==> src/rtl/rsc_pkg.sv <==
// Shared types and constants for the RPN stack calculator.
`default_nettype none

package rsc_pkg;

  // Default number of stack entries
  localparam int unsigned STACK_DEPTH = 64;

  // Word width of the stack and of the operands
  localparam int unsigned DATA_W = 32;

  // Width of the reported entry count
  localparam int unsigned COUNT_W = 7;

  // Value returned by a pop from an empty stack
  localparam logic [DATA_W-1:0] EMPTY_POP_VALUE = 32'h8000_0000;

  // Operation codes
  typedef enum logic [2:0] {
    OP_PUSH = 3'd0,
    OP_ADD  = 3'd1,
    OP_MUL  = 3'd2,
    OP_SUB  = 3'd3,
    OP_DIV  = 3'd4,
    OP_POP  = 3'd5
  } opcode_e;

  // Per-cell move command
  typedef enum logic [1:0] {
    CELL_HOLD      = 2'd0,
    CELL_TAKE_UP   = 2'd1,
    CELL_TAKE_DOWN = 2'd2
  } cell_cmd_e;

  // Input item
  typedef struct packed {
    logic [2:0]               opcode;
    logic signed [DATA_W-1:0] operand_value;
  } in_item_t;

  // Result item
  typedef struct packed {
    logic signed [DATA_W-1:0] top_value;
    logic [COUNT_W-1:0]       stack_count;
    logic                     underflow;
    logic                     overflow;
    logic                     divide_by_zero;
  } out_item_t;

  // Divider control from the sequencer
  typedef struct packed {
    logic start;
  } div_ctrl_t;

  // Divider status back to the sequencer
  typedef struct packed {
    logic busy;
    logic done;
  } div_stat_t;

endpackage

`default_nettype wire

==> src/rtl/rsc_divider.sv <==
// Iterative signed divider, one quotient bit per cycle, truncating toward zero.
`default_nettype none

module rsc_divider (
  input  wire logic                         clk_i,
  input  wire logic                         rst_ni,
  input  wire rsc_pkg::div_ctrl_t           ctrl_i,
  input  wire logic [rsc_pkg::DATA_W-1:0]   dividend_i,
  input  wire logic [rsc_pkg::DATA_W-1:0]   divisor_i,
  output rsc_pkg::div_stat_t                stat_o,
  output logic      [rsc_pkg::DATA_W-1:0]   quotient_o
);

  localparam int unsigned DW    = rsc_pkg::DATA_W;
  localparam int unsigned IterW = $clog2(DW);

  logic             busy_q;
  logic [IterW-1:0] iter_q;
  logic             neg_q;
  logic [DW-1:0]    rem_q;
  logic [DW-1:0]    quo_q;
  logic [DW-1:0]    dvs_q;
  logic [DW:0]      trial;

  // Trial subtract of the divisor from the shifted remainder
  assign trial = {rem_q, quo_q[DW-1]} - {1'b0, dvs_q};

  // Advance control
  always_ff @(posedge clk_i or negedge rst_ni) begin
    if (!rst_ni) begin
      busy_q <= 1'b0;
      iter_q <= '0;
    end else if (ctrl_i.start) begin
      busy_q <= 1'b1;
      iter_q <= IterW'(DW - 1);
    end else if (busy_q) begin
      iter_q <= iter_q - IterW'(1);
      if (iter_q == '0) begin
        busy_q <= 1'b0;
      end
    end
  end

  // Load magnitudes, then shift in one quotient bit a cycle
  always_ff @(posedge clk_i) begin
    if (ctrl_i.start) begin
      neg_q <= dividend_i[DW-1] ^ divisor_i[DW-1];
      rem_q <= '0;
      quo_q <= dividend_i[DW-1] ? (DW'(0) - dividend_i) : dividend_i;
      dvs_q <= divisor_i[DW-1] ? (DW'(0) - divisor_i) : divisor_i;
    end else if (busy_q) begin
      if (!trial[DW]) begin
        rem_q <= trial[DW-1:0];
        quo_q <= {quo_q[DW-2:0], 1'b1};
      end else begin
        rem_q <= {rem_q[DW-2:0], quo_q[DW-1]};
        quo_q <= {quo_q[DW-2:0], 1'b0};
      end
    end
  end

  assign quotient_o  = neg_q ? (DW'(0) - quo_q) : quo_q;
  assign stat_o.busy = busy_q;
  assign stat_o.done = !busy_q;

endmodule

`default_nettype wire

==> config.mk <==
export PLATFORM = sky130hd
export DESIGN_NAME = rsc_divider
export DESIGN_NICKNAME = d
export VERILOG_FILES = /design/src/rtl/rsc_pkg.sv /design/src/rtl/rsc_divider.sv
export SDC_FILE = /design/constraint.sdc
export NUM_CORES = 1
export LEC_CHECK = 0
export BUFFER_PORTS_ARGS = -buffer_cell sky130_fd_sc_hd__clkbuf_2
export CAP_MARGIN = 20
export CORE_ASPECT_RATIO = 0.6
export CORE_MARGIN = 2
export CORE_UTILIZATION = 33
export CTS_CLUSTER_DIAMETER = 150
export DETAILED_ROUTE_END_ITERATION = 8
export HOLD_SLACK_MARGIN = 0.06
export PLACE_DENSITY_LB_ADDON = 0.25
export SLEW_MARGIN = 20
export SYNTH_ARGS = -nofsm -noshare
export SYNTH_HDL_FRONTEND = slang
export SYNTH_SLANG_ARGS = --single-unit
==> constraint.sdc <==
create_clock -name clk_i -period 4.87 [get_ports clk_i]
set_input_delay 0.2435 -clock clk_i [delete_from_list [all_inputs] [get_ports clk_i]]
set_output_delay 0.2435 -clock clk_i [all_outputs]
set_load 0.02 [all_outputs]
==> flow_summary.json <==
{
  "status": "finished, final reports clean",
  "cts_root_buf": "clkbuf_16",
  "max_slew_margin": 0.3151,
  "io_pins": 101,
  "power_leakage_nw": 3.590,
  "cts_max_path_buffers": 2,
  "cts_resized": 0,
  "fin_crit_sh": 0.7818,
  "critPathLaunchType": "register",
  "r2r_start": "quo_q[31]$_DFFE_PP_",
  "die_width_um": 202.0,
  "rsz0062_at_grt": "false",
  "hold_depth": 1,
  "fp-row-count": 43,
  "gp_congestion": 0.8843,
  "hold-path-endpoint": "dvs_q[0]$_DFFE_PP_",
  "drtIter0Drc": 514,
  "critical_path_required_ns": 4.63,
  "cp-end-kind": "output pin",
  "n_fill_cell": 2374,
  "p_seq_frac": 0.457,
  "area_growth_pct": 13.64,
  "syn_area_um2": 7759,
  "drt_first_pass_iters": 5,
  "htree_num_levels": 3,
  "die_area_um2": 24790,
  "rr_worst_depth": 13,
  "p_sw_w": 0.0007245,
  "syn_inst": 907,
  "grt_max_degree": 68,
  "hp-start": "divisor_i[0]",
  "synth_nets": 1012,
  "internal_power_w": 0.001617,
  "final_max_slew_viol_count": 0,
  "min_period_ns": 3.807,
  "drc": 0,
  "die_y_um": 122.8,
  "yosys.area.top_type": "edfxtp_1",
  "drt_wl_total_um": 19600,
  "grt_pass1_wl_um": 31930,
  "core_um2": 23080,
  "synth.area.top_cells": "edfxtp_1, dfxtp_1, xnor2_1",
  "cts_sinks": 103,
  "hold_viol_final": 0,
  "layout_commonest_cell": "clkbuf_2",
  "via_per_inst": 5.079,
  "synth_edf_count": 65,
  "final.setup.tns_ns": 0,
  "wire_per_inst_um": 15.09,
  "numCtsBuffers": 9,
  "grt_pass1_vias": 5854,
  "syn_area_per_cell_um2": 8.554,
  "crit_path_top_delay_cell": "or4_4",
  "grt_usage": 0.1630,
  "crit_path_max_incr_delay_ns": 0.45,
  "clk_pin_slew_worst_paths_ns": 0.08,
  "portBuffers": 100,
  "synthArstFlopShare": 0.05825,
  "rrSetupSlack_ns": 1.52,
  "path_cells": "or3_4 -> or4_4 -> or3_4 -> or3_4 -> or4_4 -> o31ai_2 -> xnor2_1 -> clkbuf_2",
  "min_path_type": "in2reg",
  "finClkSkew_ns": 0.01379,
  "worstPathArrival_ns": 3.56,
  "power.share.clock": 0.309,
  "synth-warning-count": 0,
  "reg2reg_to": "rem_q[30]$_SDFFE_PP0P_",
  "combPwrFrac": 0.234,
  "drtAntennaViolNets": 0,
  "clock_latency_ns": 0.36,
  "final_cell_mix": "clkbuf_2, nor2_1, a21oi_1, nand2_1, xnor2_1",
  "nets": 1084,
  "tightest_slew_ns": 1.027,
  "drv_cap": 0,
  "cp.buffers_inverters": 1,
  "dp.final_hpwl_um": 15000,
  "ir_drop_uv": 163.6,
  "swShare": 0.3094,
  "power_density_nw_per_um2": 265.6,
  "setup_viol": 0,
  "grt-ovfl-total": 0,
  "synth_cell_types": 63,
  "fmax_ghz": 0.2627,
  "critPathKind": "reg2out",
  "cts_tree": "yes",
  "initial_core_util": 0.3362,
  "antenna_cells": 0,
  "drive_above_1_share": 0.1382,
  "antenna_found_initial": 0,
  "synth_flop_cell": "edfxtp_1",
  "crit_fanout": 4,
  "vias": 6597,
  "synth_top_area_frac": 0.2516,
  "crit_path_frequent_cell": "or3_4",
  "ys_seq_area_frac": 0.3535,
  "synth-seq-cells": 103,
  "cpLargestDelayFamily": "simple AND/OR/NAND/NOR gates",
  "total_power_w": 0.002342
}
routing by layer:
metal	up-vias	global-route usage	routed length, µm
met5	-	0	0
met4	0	0.03585	175
met3	13	0.03001	943
met2	148	0.2062	7155
met1	3033	0.2716	11330
li1	3403	-	-
repair_timing:
action	4_1_cts	5_1_grt
endpoints found under the hold margin	6	0
hold buffers	1	0
setup buffers	0	0
kinds of logic after synthesis:
logic type | after synthesis | share of synthesized area
AOI/OAI and AO/OA | 263 | 0.2187
xor gates and xnor gates | 119 | 0.1343
adders and majority gates | 38 | 0.06225
buffers and inverters | 98 | 0.04886
DFF | 103 | 0.3535
muxes | 8 | 0.01064
and+or+nand+nor | 278 | 0.1717
Yosys cell counts, types with 6 or more instances:
library cell  instances
a211oi_1             23
a21o_1               16
a21oi_1              80
clkbuf_1             39
dfrtp_1               6
dfxtp_1              32
edfxtp_1             65
ha_1                 37
inv_1                51
mux2i_1               6
nand2_1              78
nand2b_1              9
nand4_1              12
nor2_1               96
nor3_1               17
o211a_1               9
o211ai_1             10
o21ai_0              57
o21bai_1              6
o31ai_1              23
o41ai_1              10
or2_2                 7
or3_1                16
or4_1                 8
xnor2_1              73
xor2_1               46
state kept, by name, summed over array words and instances (netlist names):
register,count
dvs_q,32
neg_q,1
busy_q,1
rem_q,32
quo_q,32
iter_q,5
worst reg2reg max path: stages (launching register included):
cell,delay [ns]
edfxtp_1,0.42
inv_1,0.06
ha_1,0.22
fa_1,0.40
nor2b_1,0.20
o2111ai_1,0.14
and3b_1,0.25
o21ai_0,0.33
o2111ai_1,0.17
o211ai_1,0.14
buf_4,0.29
nor3_1,0.07
mux2_2,0.27
o31a_1,0.28
per-stage QoR:
stage | worst slack, ns | util | cells | instance area, µm² | hold slack, ns
5_1_grt | 0.9409 | 0.3820 | 1299 | 8817 | 0.1253
3_3_place_gp | 1.399 | 0.3691 | 1282 | 8518 | 0.08460
2_1_floorplan | 1.729 | - | 907 | 7759 | -0.05209
3_5_place_dp | 1.269 | 0.3691 | 1282 | 8518 | 0.08702
4_1_cts | 1.062 | 0.3817 | 1299 | 8811 | 0.1200
6_report | 1.063 | 0.3820 | 1299 | 8817 | 0.1292
cell type report:
| class | instances | area [µm²] | share of cell area |
|---|---|---|---|
| multi-input combinational | 706 | 4643 | 0.5266 |
| clock inverter | 4 | 46.29 | 0.005250 |
| inverter | 52 | 195.2 | 0.02214 |
| tap | 315 | 394.1 | 0.04470 |
| timing repair buffer | 107 | 558.0 | 0.06329 |
| clock buffer | 12 | 236.5 | 0.02682 |
| sequential | 103 | 2744 | 0.3112 |
power groups by stage:
stage / logic (W) / registers (W) / clock network, W
2_1_floorplan: 0.000377 / 0.00106 / 0
3_5_place_dp: 0.000547 / 0.00109 / 0
5_1_grt: 0.000612 / 0.00108 / 0.000783
4_1_cts: 0.000551 / 0.00107 / 0.000748
3_3_place_gp: 0.000544 / 0.00109 / 0
6_report: 0.000548 / 0.00107 / 0.000722
worst max-delay path by stage:
stage                        start                  end  slack [ns]  depth (start not counted)
2_1_floorplan  quo_q[16]$_DFFE_PP_       quotient_o[29]        1.73                          7
3_3_place_gp         dividend_i[4]  quo_q[26]$_DFFE_PP_        1.40                          8
3_5_place_dp         dividend_i[4]  quo_q[26]$_DFFE_PP_        1.27                          8
4_1_cts        quo_q[16]$_DFFE_PP_       quotient_o[31]        1.06                          8
5_1_grt        quo_q[16]$_DFFE_PP_       quotient_o[31]        0.94                          8
6_report       quo_q[16]$_DFFE_PP_       quotient_o[31]        1.06                          8
Power figures use the tool's default switching activity.
