**config.mk**
```make
export PLATFORM = sky130hd
export DESIGN_NAME = rsc_cell
export DESIGN_NICKNAME = d
export VERILOG_FILES = /design/src/rtl/rsc_pkg.sv /design/src/rtl/rsc_cell.sv
export SDC_FILE = /design/constraint.sdc
export NUM_CORES = 1
export LEC_CHECK = 0
export BUFFER_PORTS_ARGS = -buffer_cell sky130_fd_sc_hd__buf_4
export CORE_MARGIN = 8
export CORE_UTILIZATION = 42
export DETAILED_ROUTE_END_ITERATION = 16
export PLACE_DENSITY = 0.8
export SLEW_MARGIN = 20
export SYNTH_ARGS = -nofsm -noshare
export SYNTH_HDL_FRONTEND = slang
export SYNTH_SLANG_ARGS = --single-unit
```
**constraint.sdc**
```tcl
create_clock -name clk_i -period 1.8 [get_ports clk_i]
set_clock_uncertainty 0.15 [all_clocks]
set_input_delay 0 -clock clk_i [delete_from_list [all_inputs] [get_ports clk_i]]
set_output_delay 0 -clock clk_i [all_outputs]
set_load 0.01 [all_outputs]
```
**src/rtl/rsc_pkg.sv**
```systemverilog
// Shared types and constants for the RPN stack calculator.
`default_nettype none

package rsc_pkg;

  // Default number of stack entries
  localparam int unsigned STACK_DEPTH = 64;

  // Word width of the stack and of the operands
  localparam int unsigned DATA_W = 32;

  // Width of the reported entry count
  localparam int unsigned COUNT_W = 7;

  // Value returned by a pop from an empty stack
  localparam logic [DATA_W-1:0] EMPTY_POP_VALUE = 32'h8000_0000;

  // Operation codes
  typedef enum logic [2:0] {
    OP_PUSH = 3'd0,
    OP_ADD  = 3'd1,
    OP_MUL  = 3'd2,
    OP_SUB  = 3'd3,
    OP_DIV  = 3'd4,
    OP_POP  = 3'd5
  } opcode_e;

  // Per-cell move command
  typedef enum logic [1:0] {
    CELL_HOLD      = 2'd0,
    CELL_TAKE_UP   = 2'd1,
    CELL_TAKE_DOWN = 2'd2
  } cell_cmd_e;

  // Input item
  typedef struct packed {
    logic [2:0]               opcode;
    logic signed [DATA_W-1:0] operand_value;
  } in_item_t;

  // Result item
  typedef struct packed {
    logic signed [DATA_W-1:0] top_value;
    logic [COUNT_W-1:0]       stack_count;
    logic                     underflow;
    logic                     overflow;
    logic                     divide_by_zero;
  } out_item_t;

  // Divider control from the sequencer
  typedef struct packed {
    logic start;
  } div_ctrl_t;

  // Divider status back to the sequencer
  typedef struct packed {
    logic busy;
    logic done;
  } div_stat_t;

endpackage

`default_nettype wire

```
**src/rtl/rsc_cell.sv**
```systemverilog
// One stack entry: holds a word or takes it from a neighbor.
`default_nettype none

module rsc_cell (
  input  wire logic                         clk_i,
  input  wire rsc_pkg::cell_cmd_e           cmd_i,
  input  wire logic [rsc_pkg::DATA_W-1:0]   up_i,
  input  wire logic [rsc_pkg::DATA_W-1:0]   down_i,
  output logic      [rsc_pkg::DATA_W-1:0]   data_o
);

  logic [rsc_pkg::DATA_W-1:0] data_q;
  logic [rsc_pkg::DATA_W-1:0] data_d;

  // Select the next word from the command
  always_comb begin
    case (cmd_i)
      rsc_pkg::CELL_TAKE_UP:   data_d = up_i;
      rsc_pkg::CELL_TAKE_DOWN: data_d = down_i;
      default:                 data_d = data_q;
    endcase
  end

  always_ff @(posedge clk_i) begin
    data_q <= data_d;
  end

  assign data_o = data_q;

endmodule

`default_nettype wire

```
==> impl_metrics.py, run 1 <==
metrics = {
    "status": {
        "status": "finished clean",
    },
    "sta": {
        "fin_hold_ws_ns": 0.146,
        "tightestPinTransition_ns": 0.330,
        "report.final.slew_viol_count": 0,
        "rsz0062_at_grt": "no",
        "slew-limit-headroom_pct": 78.0,
        "final_hold_viol_count": 0,
        "setup_violations": 0,
        "final.setup.tns_ns": 0,
        "fmax_mhz": 616,
        "finalCritPeriodShare_pct": 90.2,
        "post-route-min-period_ns": 1.62,
    },
    "worst_setup_path": {
        "arrival_ns": 1.54,
        "end_kind": "register",
        "cp_max_fo": 18,
        "critical_path_class": "in -> reg",
        "worstPathRequired_ns": 1.72,
        "setup.worst_path.start_class": "input pin",
    },
    "synthesis": {
        "synthTopCellsByArea": "edfxtp_1 (63%), mux2_4 (30%), buf_12 (3.9%)",
        "ys_ff_latch": 32,
        "syn-num-nets": 139,
        "synth_top_cell_area_share_pct": 63.0,
        "yosysWarningCount": 0,
        "synth_cell_types": 7,
        "synthesis.instances": 71,
        "synth_ff_type": "edfxtp_1",
        "synth_edf_count": 32,
        "avgSynthCellArea_um2": 21.5,
        "synth_seq_area_share_pct": 63.0,
        "yosysTopAreaCell": "edfxtp_1",
        "syn_area_um2": 1530,
        "async_reset_ff_share_pct": 0,
        "yosys-top-cells-count": "edfxtp_1 (32), mux2_4 (30), buf_12 (3)",
        "synth_most_common_cell": "edfxtp_1",
    },
    "clock_network": {
        "clk_transition_reported_paths_ns": 0.10,
        "numCtsBuffers": 5,
        "clock_path_buffers": 2,
        "cts_setup_buffers": 0,
        "h-tree-depth": 2,
        "root_buffer": "clkbuf_4",
        "cts_tree": "built",
        "numClockSinks": 32,
    },
    "drt": {
        "drtIter0Drc": 37,
        "vias": 1308,
        "routed_wl_mm": 4.68,
        "ant_nets": 0,
        "vias_per_cell": 4.54,
        "firstDrtPassIters": 4,
        "drc": 0,
        "wl_per_cell_um": 16.3,
    },
    "placed_design": {
        "place.gp.congestion": 0.658,
        "placedCellCount": 216,
        "post-dp-hpwl_mm": 3.15,
        "io_buffers": 98,
    },
    "global_route": {
        "grt_max_degree": 33,
        "grtUsageTotal_pct": 16.0,
        "grt_antenna_before_repair": 0,
        "grt_first_pass_wirelength_mm": 7.38,
        "grt_pass1_vias": 1529,
        "grt_overflow_total": 0,
    },
    "final_layout": {
        "fin_nets": 307,
        "n_antenna_cell": 0,
        "area_growth_pct": 95.3,
        "instances_no_fill": 288,
        "layout-drive-gt1-share_pct": 58.8,
        "largest_register_ffs": 32,
    },
    "die": {
        "core_area_um2": 3580,
        "rows": 22,
        "die_h_um": 76.3,
        "die-area_um2": 5820,
        "start_util_pct": 42.6,
        "die_w_um": 76.3,
        "ios": 99,
    },
    "power_and_ir_drop": {
        "p_total_mw": 1.98,
        "p_per_area_nw_per_um2": 665,
        "p_leak_nw": 1.35,
        "max-vdd-ir-drop_mv": 0.531,
    },
    "hold_path": {
        "hp-class": "in -> reg",
        "min-delay-start": "cmd_i[1]",
        "hold_end": "data_o[16]",
        "hold_depth": 4,
    },
    "job": {
        "maxCapViolCount": 0,
    },
}
==> per-stage QoR <==
stage | setup WS, ns | util (%) | instance area, um^2
floorplan | 0.325 | - | 1530
global placement | 0.438 | 63.9 | 2290
detailed placement | 0.409 | 63.9 | 2290
CTS | 0.208 | 83.3 | 2980
global route | 0.142 | 83.3 | 2980
finish | 0.176 | 83.3 | 2980
==> where the power goes <==
group	switching, mW	internal, mW	total (mW)
logic	0.212	0.418	0.630
registers	0.0326	0.947	0.980
clock network	0.229	0.143	0.372
==> how the worst max path moves through the flow <==
stage | startpoint | end | slack [ns]
2_1_floorplan | cmd_i[0] | data_o[0] | 0.33
3_3_place_gp | cmd_i[0] | data_o[27] | 0.44
3_5_place_dp | cmd_i[0] | data_o[4] | 0.41
4_1_cts | cmd_i[0] | data_o[1] | 0.21
5_1_grt | cmd_i[0] | data_o[9] | 0.14
6_report | cmd_i[0] | data_o[9] | 0.18
==> cells in the final DEF, fill, tap and decap left out, drive strengths merged <==
master,n
edfxtp,32
buf,101
mux2,32
inv,2
clkbuf,5
dlygate4sd3,64
ha,1
clkinv,3
==> kinds of logic after synthesis <==
logic type | Yosys count | share of synthesized area (%)
mux | 32 | 31.0
fa+ha+maj | 1 | 0.820
buf+inv | 6 | 5.17
flops | 32 | 63.0
==> per-layer routing <==
metal,track usage (%),part of all wire (%),vias to the layer above
met5,0,0,-
met4,7.50,3.1,0
met3,3.66,4.6,12
met2,33.0,60,48
met1,13.8,32,637
li1,-,-,611
==> layout make-up <==
type / count / area [um^2]
Sequential cell: 32 / 961
Clock buffer: 5 / 37.5
Tap cell: 48 / 60.1
Multi-Input combinational cell: 33 / 488
Timing Repair Buffer: 165 / 1410
Inverter: 2 / 7.51
Fill cell: 207 / 599
Clock inverter: 3 / 13.8
==> repair_timing <==
action | in CTS | in global routing
resized for setup | 0 | 0
hold buffers | 64 | 0
endpoints found under the hold margin | 32 | 0
==> worst max-delay path: stages <==
cell,delay [ns]
buf_4,0.11
inv_1,0.05
ha_2,0.17
buf_4,0.31
mux2_4,0.33
dlygate4sd3_1,0.57
No activity file was read; power rests on OpenSTA's default activity.
==> run 2: changes to the inputs <==
Settings changed: ABC_AREA set to 1, CORE_UTILIZATION 42 to 41, PLACE_DENSITY 0.8 to 0.79.
==> impl_metrics.py, run 2 <==
metrics = {
    "placed_design": {
        "place.gp.congestion": 0.697,
        "io_buffers": 98,
        "post-dp-hpwl_mm": 3.12,
    },
    "clock_network": {
        "cts_tree": "built",
        "clk_transition_reported_paths_ns": 0.10,
        "h-tree-depth": 2,
        "root_buffer": "clkbuf_4",
        "clock_path_buffers": 2,
        "cts_resized": 0,
        "numClockSinks": 32,
        "numCtsBuffers": 5,
    },
    "final_layout": {
        "layout-drive-gt1-share_pct": 38.7,
        "area_growth_pct": 96.0,
        "fill_cells": 171,
        "fin_nets": 373,
        "largest_register_ffs": 32,
        "n_antenna_cell": 0,
        "utilization_pct": 85.2,
        "final_common_cell": "buf_4",
        "final_cell_mix": "buf_4 (102), nand2_1 (86), dlygate4sd3_1 (64), edfxtp_1 (32), nand2_2 (10)",
    },
    "worst_setup_path": {
        "end_kind": "register",
        "cp_max_fo": 21,
        "slowest_stage": "dlygate4sd3_1",
        "critPathMaxStageDelay_ns": 0.55,
        "worstPathRequired_ns": 1.85,
        "worstPathCellList": "buf_4 -> inv_1 -> ha_1 -> buf_4 -> nand2_1 -> nand2_1 -> dlygate4sd3_1",
        "setup.worst_path.start_class": "input pin",
        "critical_path_class": "in -> reg",
        "arrival_ns": 1.51,
    },
    "status": {
        "status": "finished clean",
    },
    "synthesis": {
        "ys_ff_latch": 32,
        "synth_edf_count": 32,
        "yosysWarningCount": 0,
        "synth_most_common_cell": "nand2_1",
        "async_reset_ff_share_pct": 0,
        "synth_cell_types": 9,
        "synth_ff_type": "edfxtp_1",
        "synth_top_cell_area_share_pct": 65.3,
        "synthesis.instances": 139,
        "syn-num-nets": 207,
        "syn_area_um2": 1470,
        "avgSynthCellArea_um2": 10.6,
        "yosysTopAreaCell": "edfxtp_1",
        "yosys-top-cells-count": "nand2_1 (86), edfxtp_1 (32), nand2_2 (10)",
        "synth_seq_area_share_pct": 65.3,
        "synthTopCellsByArea": "edfxtp_1 (65%), nand2_1 (22%), nand2_2 (4.2%)",
    },
    "sta": {
        "report.final.slew_viol_count": 0,
        "rsz0062_at_grt": "no",
        "setup_violations": 0,
        "tightestPinTransition_ns": 0.249,
        "final_hold_viol_count": 0,
        "post-route-min-period_ns": 1.46,
        "slew-limit-headroom_pct": 83.4,
        "fmax_mhz": 685,
        "finalCritPeriodShare_pct": 81.1,
        "final.setup.tns_ns": 0,
    },
    "drt": {
        "ant_nets": 0,
        "routed_wl_mm": 5.78,
        "vias": 1630,
        "vias_per_cell": 4.64,
        "firstDrtPassIters": 5,
        "drtIter0Drc": 149,
        "wl_per_cell_um": 16.5,
        "drc": 0,
    },
    "hold_path": {
        "hp-class": "in -> reg",
        "hold_depth": 4,
    },
    "die": {
        "core_area_um2": 3390,
        "start_util_pct": 43.4,
        "die_w_um": 75.9,
        "ios": 99,
        "rows": 21,
        "die_h_um": 75.9,
        "die-area_um2": 5770,
    },
    "power_and_ir_drop": {
        "p_leak_nw": 1.41,
        "max-vdd-ir-drop_mv": 0.409,
        "p_per_area_nw_per_um2": 681,
    },
    "job": {
        "maxCapViolCount": 0,
    },
    "global_route": {
        "grt_max_degree": 33,
        "grt_overflow_total": 0,
        "grt_pass1_vias": 1811,
        "grt_antenna_before_repair": 0,
        "grtUsageTotal_pct": 20.2,
        "grt_first_pass_wirelength_mm": 9.27,
    },
}
==> run 2: cell types whose count changed after synthesis, sizes merged <==
cell,before,now
clkbuf,0,3
nand2,0,96
inv,2,3
mux2,32,0
==> run 2: stage by stage <==
step	hold slack [ns]	cell area (um^2)	cells	total power [mW]	setup WS, ns
floorplan	0.0228	1470	139	1.17	0.325
global route	0.148	2890	351	2.06	0.275
CTS	0.126	2890	351	1.95	0.409
finish	0.129	2890	351	1.97	0.340
global placement	0.112	2200	280	1.45	0.639
detailed placement	0.119	2200	280	1.46	0.619
==> run 2: logic make-up (layout without fill, tap and decap cells) <==
family / after synthesis / after routing / share of synthesized area [%]
and+or+nand+nor: 96 / 96 / 26.2
DFF: 32 / 32 / 65.3
buffers and inverters: 10 / 176 / 7.73
adders and majority gates: 1 / 1 / 0.849
==> run 2: area by class of cell <==
cell class	instances	area [um^2]	share of cell area [%]
Inverter	3	18.8	0.650
Multi-Input combinational cell	97	398	13.8
Clock inverter	2	7.51	0.260
Timing Repair Buffer	166	1410	48.7
Clock buffer	5	37.5	1.30
Tap cell	46	57.6	1.99
Sequential cell	32	961	33.3
==> run 2: critical path, delay by kind of cell <==
family                     cells  cell delay [ns]
adders and majority gates      1             0.28
buffers and inverters          4             1.01
and+or+nand+nor                2             0.21
==> run 2: path summary, 6_finish.rpt <==
path / start / to / slack (ns)
min: cmd_i[1] / data_o[15] / 0.13
max: cmd_i[0] / data_o[20] / 0.34
==> run 2: routing by layer <==
| layer | wire (um) | vias up | share of wire (%) | global-route usage, % |
|---|---|---|---|---|
| li1 | - | 773 | - | - |
| met1 | 2250 | 716 | 39 | 21.9 |
| met2 | 2670 | 127 | 46 | 33.1 |
| met3 | 729 | 14 | 13 | 8.96 |
| met4 | 128 | 0 | 2.2 | 8.82 |
| met5 | 0 | - | 0 | 0 |
==> run 2: what timing repair did <==
item / CTS / global route
buffers inserted: 0 / 0
hold buffers: 64 / 0
hold endpoints to repair: 32 / 0
==> run 2: report_power, final <==
| part | switching (mW) | leakage [nW] | total [mW] | internal, mW |
|---|---|---|---|---|
| registers | 0.0343 | 0.312 | 0.984 | 0.949 |
| logic | 0.252 | 1.07 | 0.619 | 0.367 |
| clock network | 0.227 | 0.0261 | 0.363 | 0.136 |
| total | 0.513 | 1.41 | 1.97 | 1.45 |
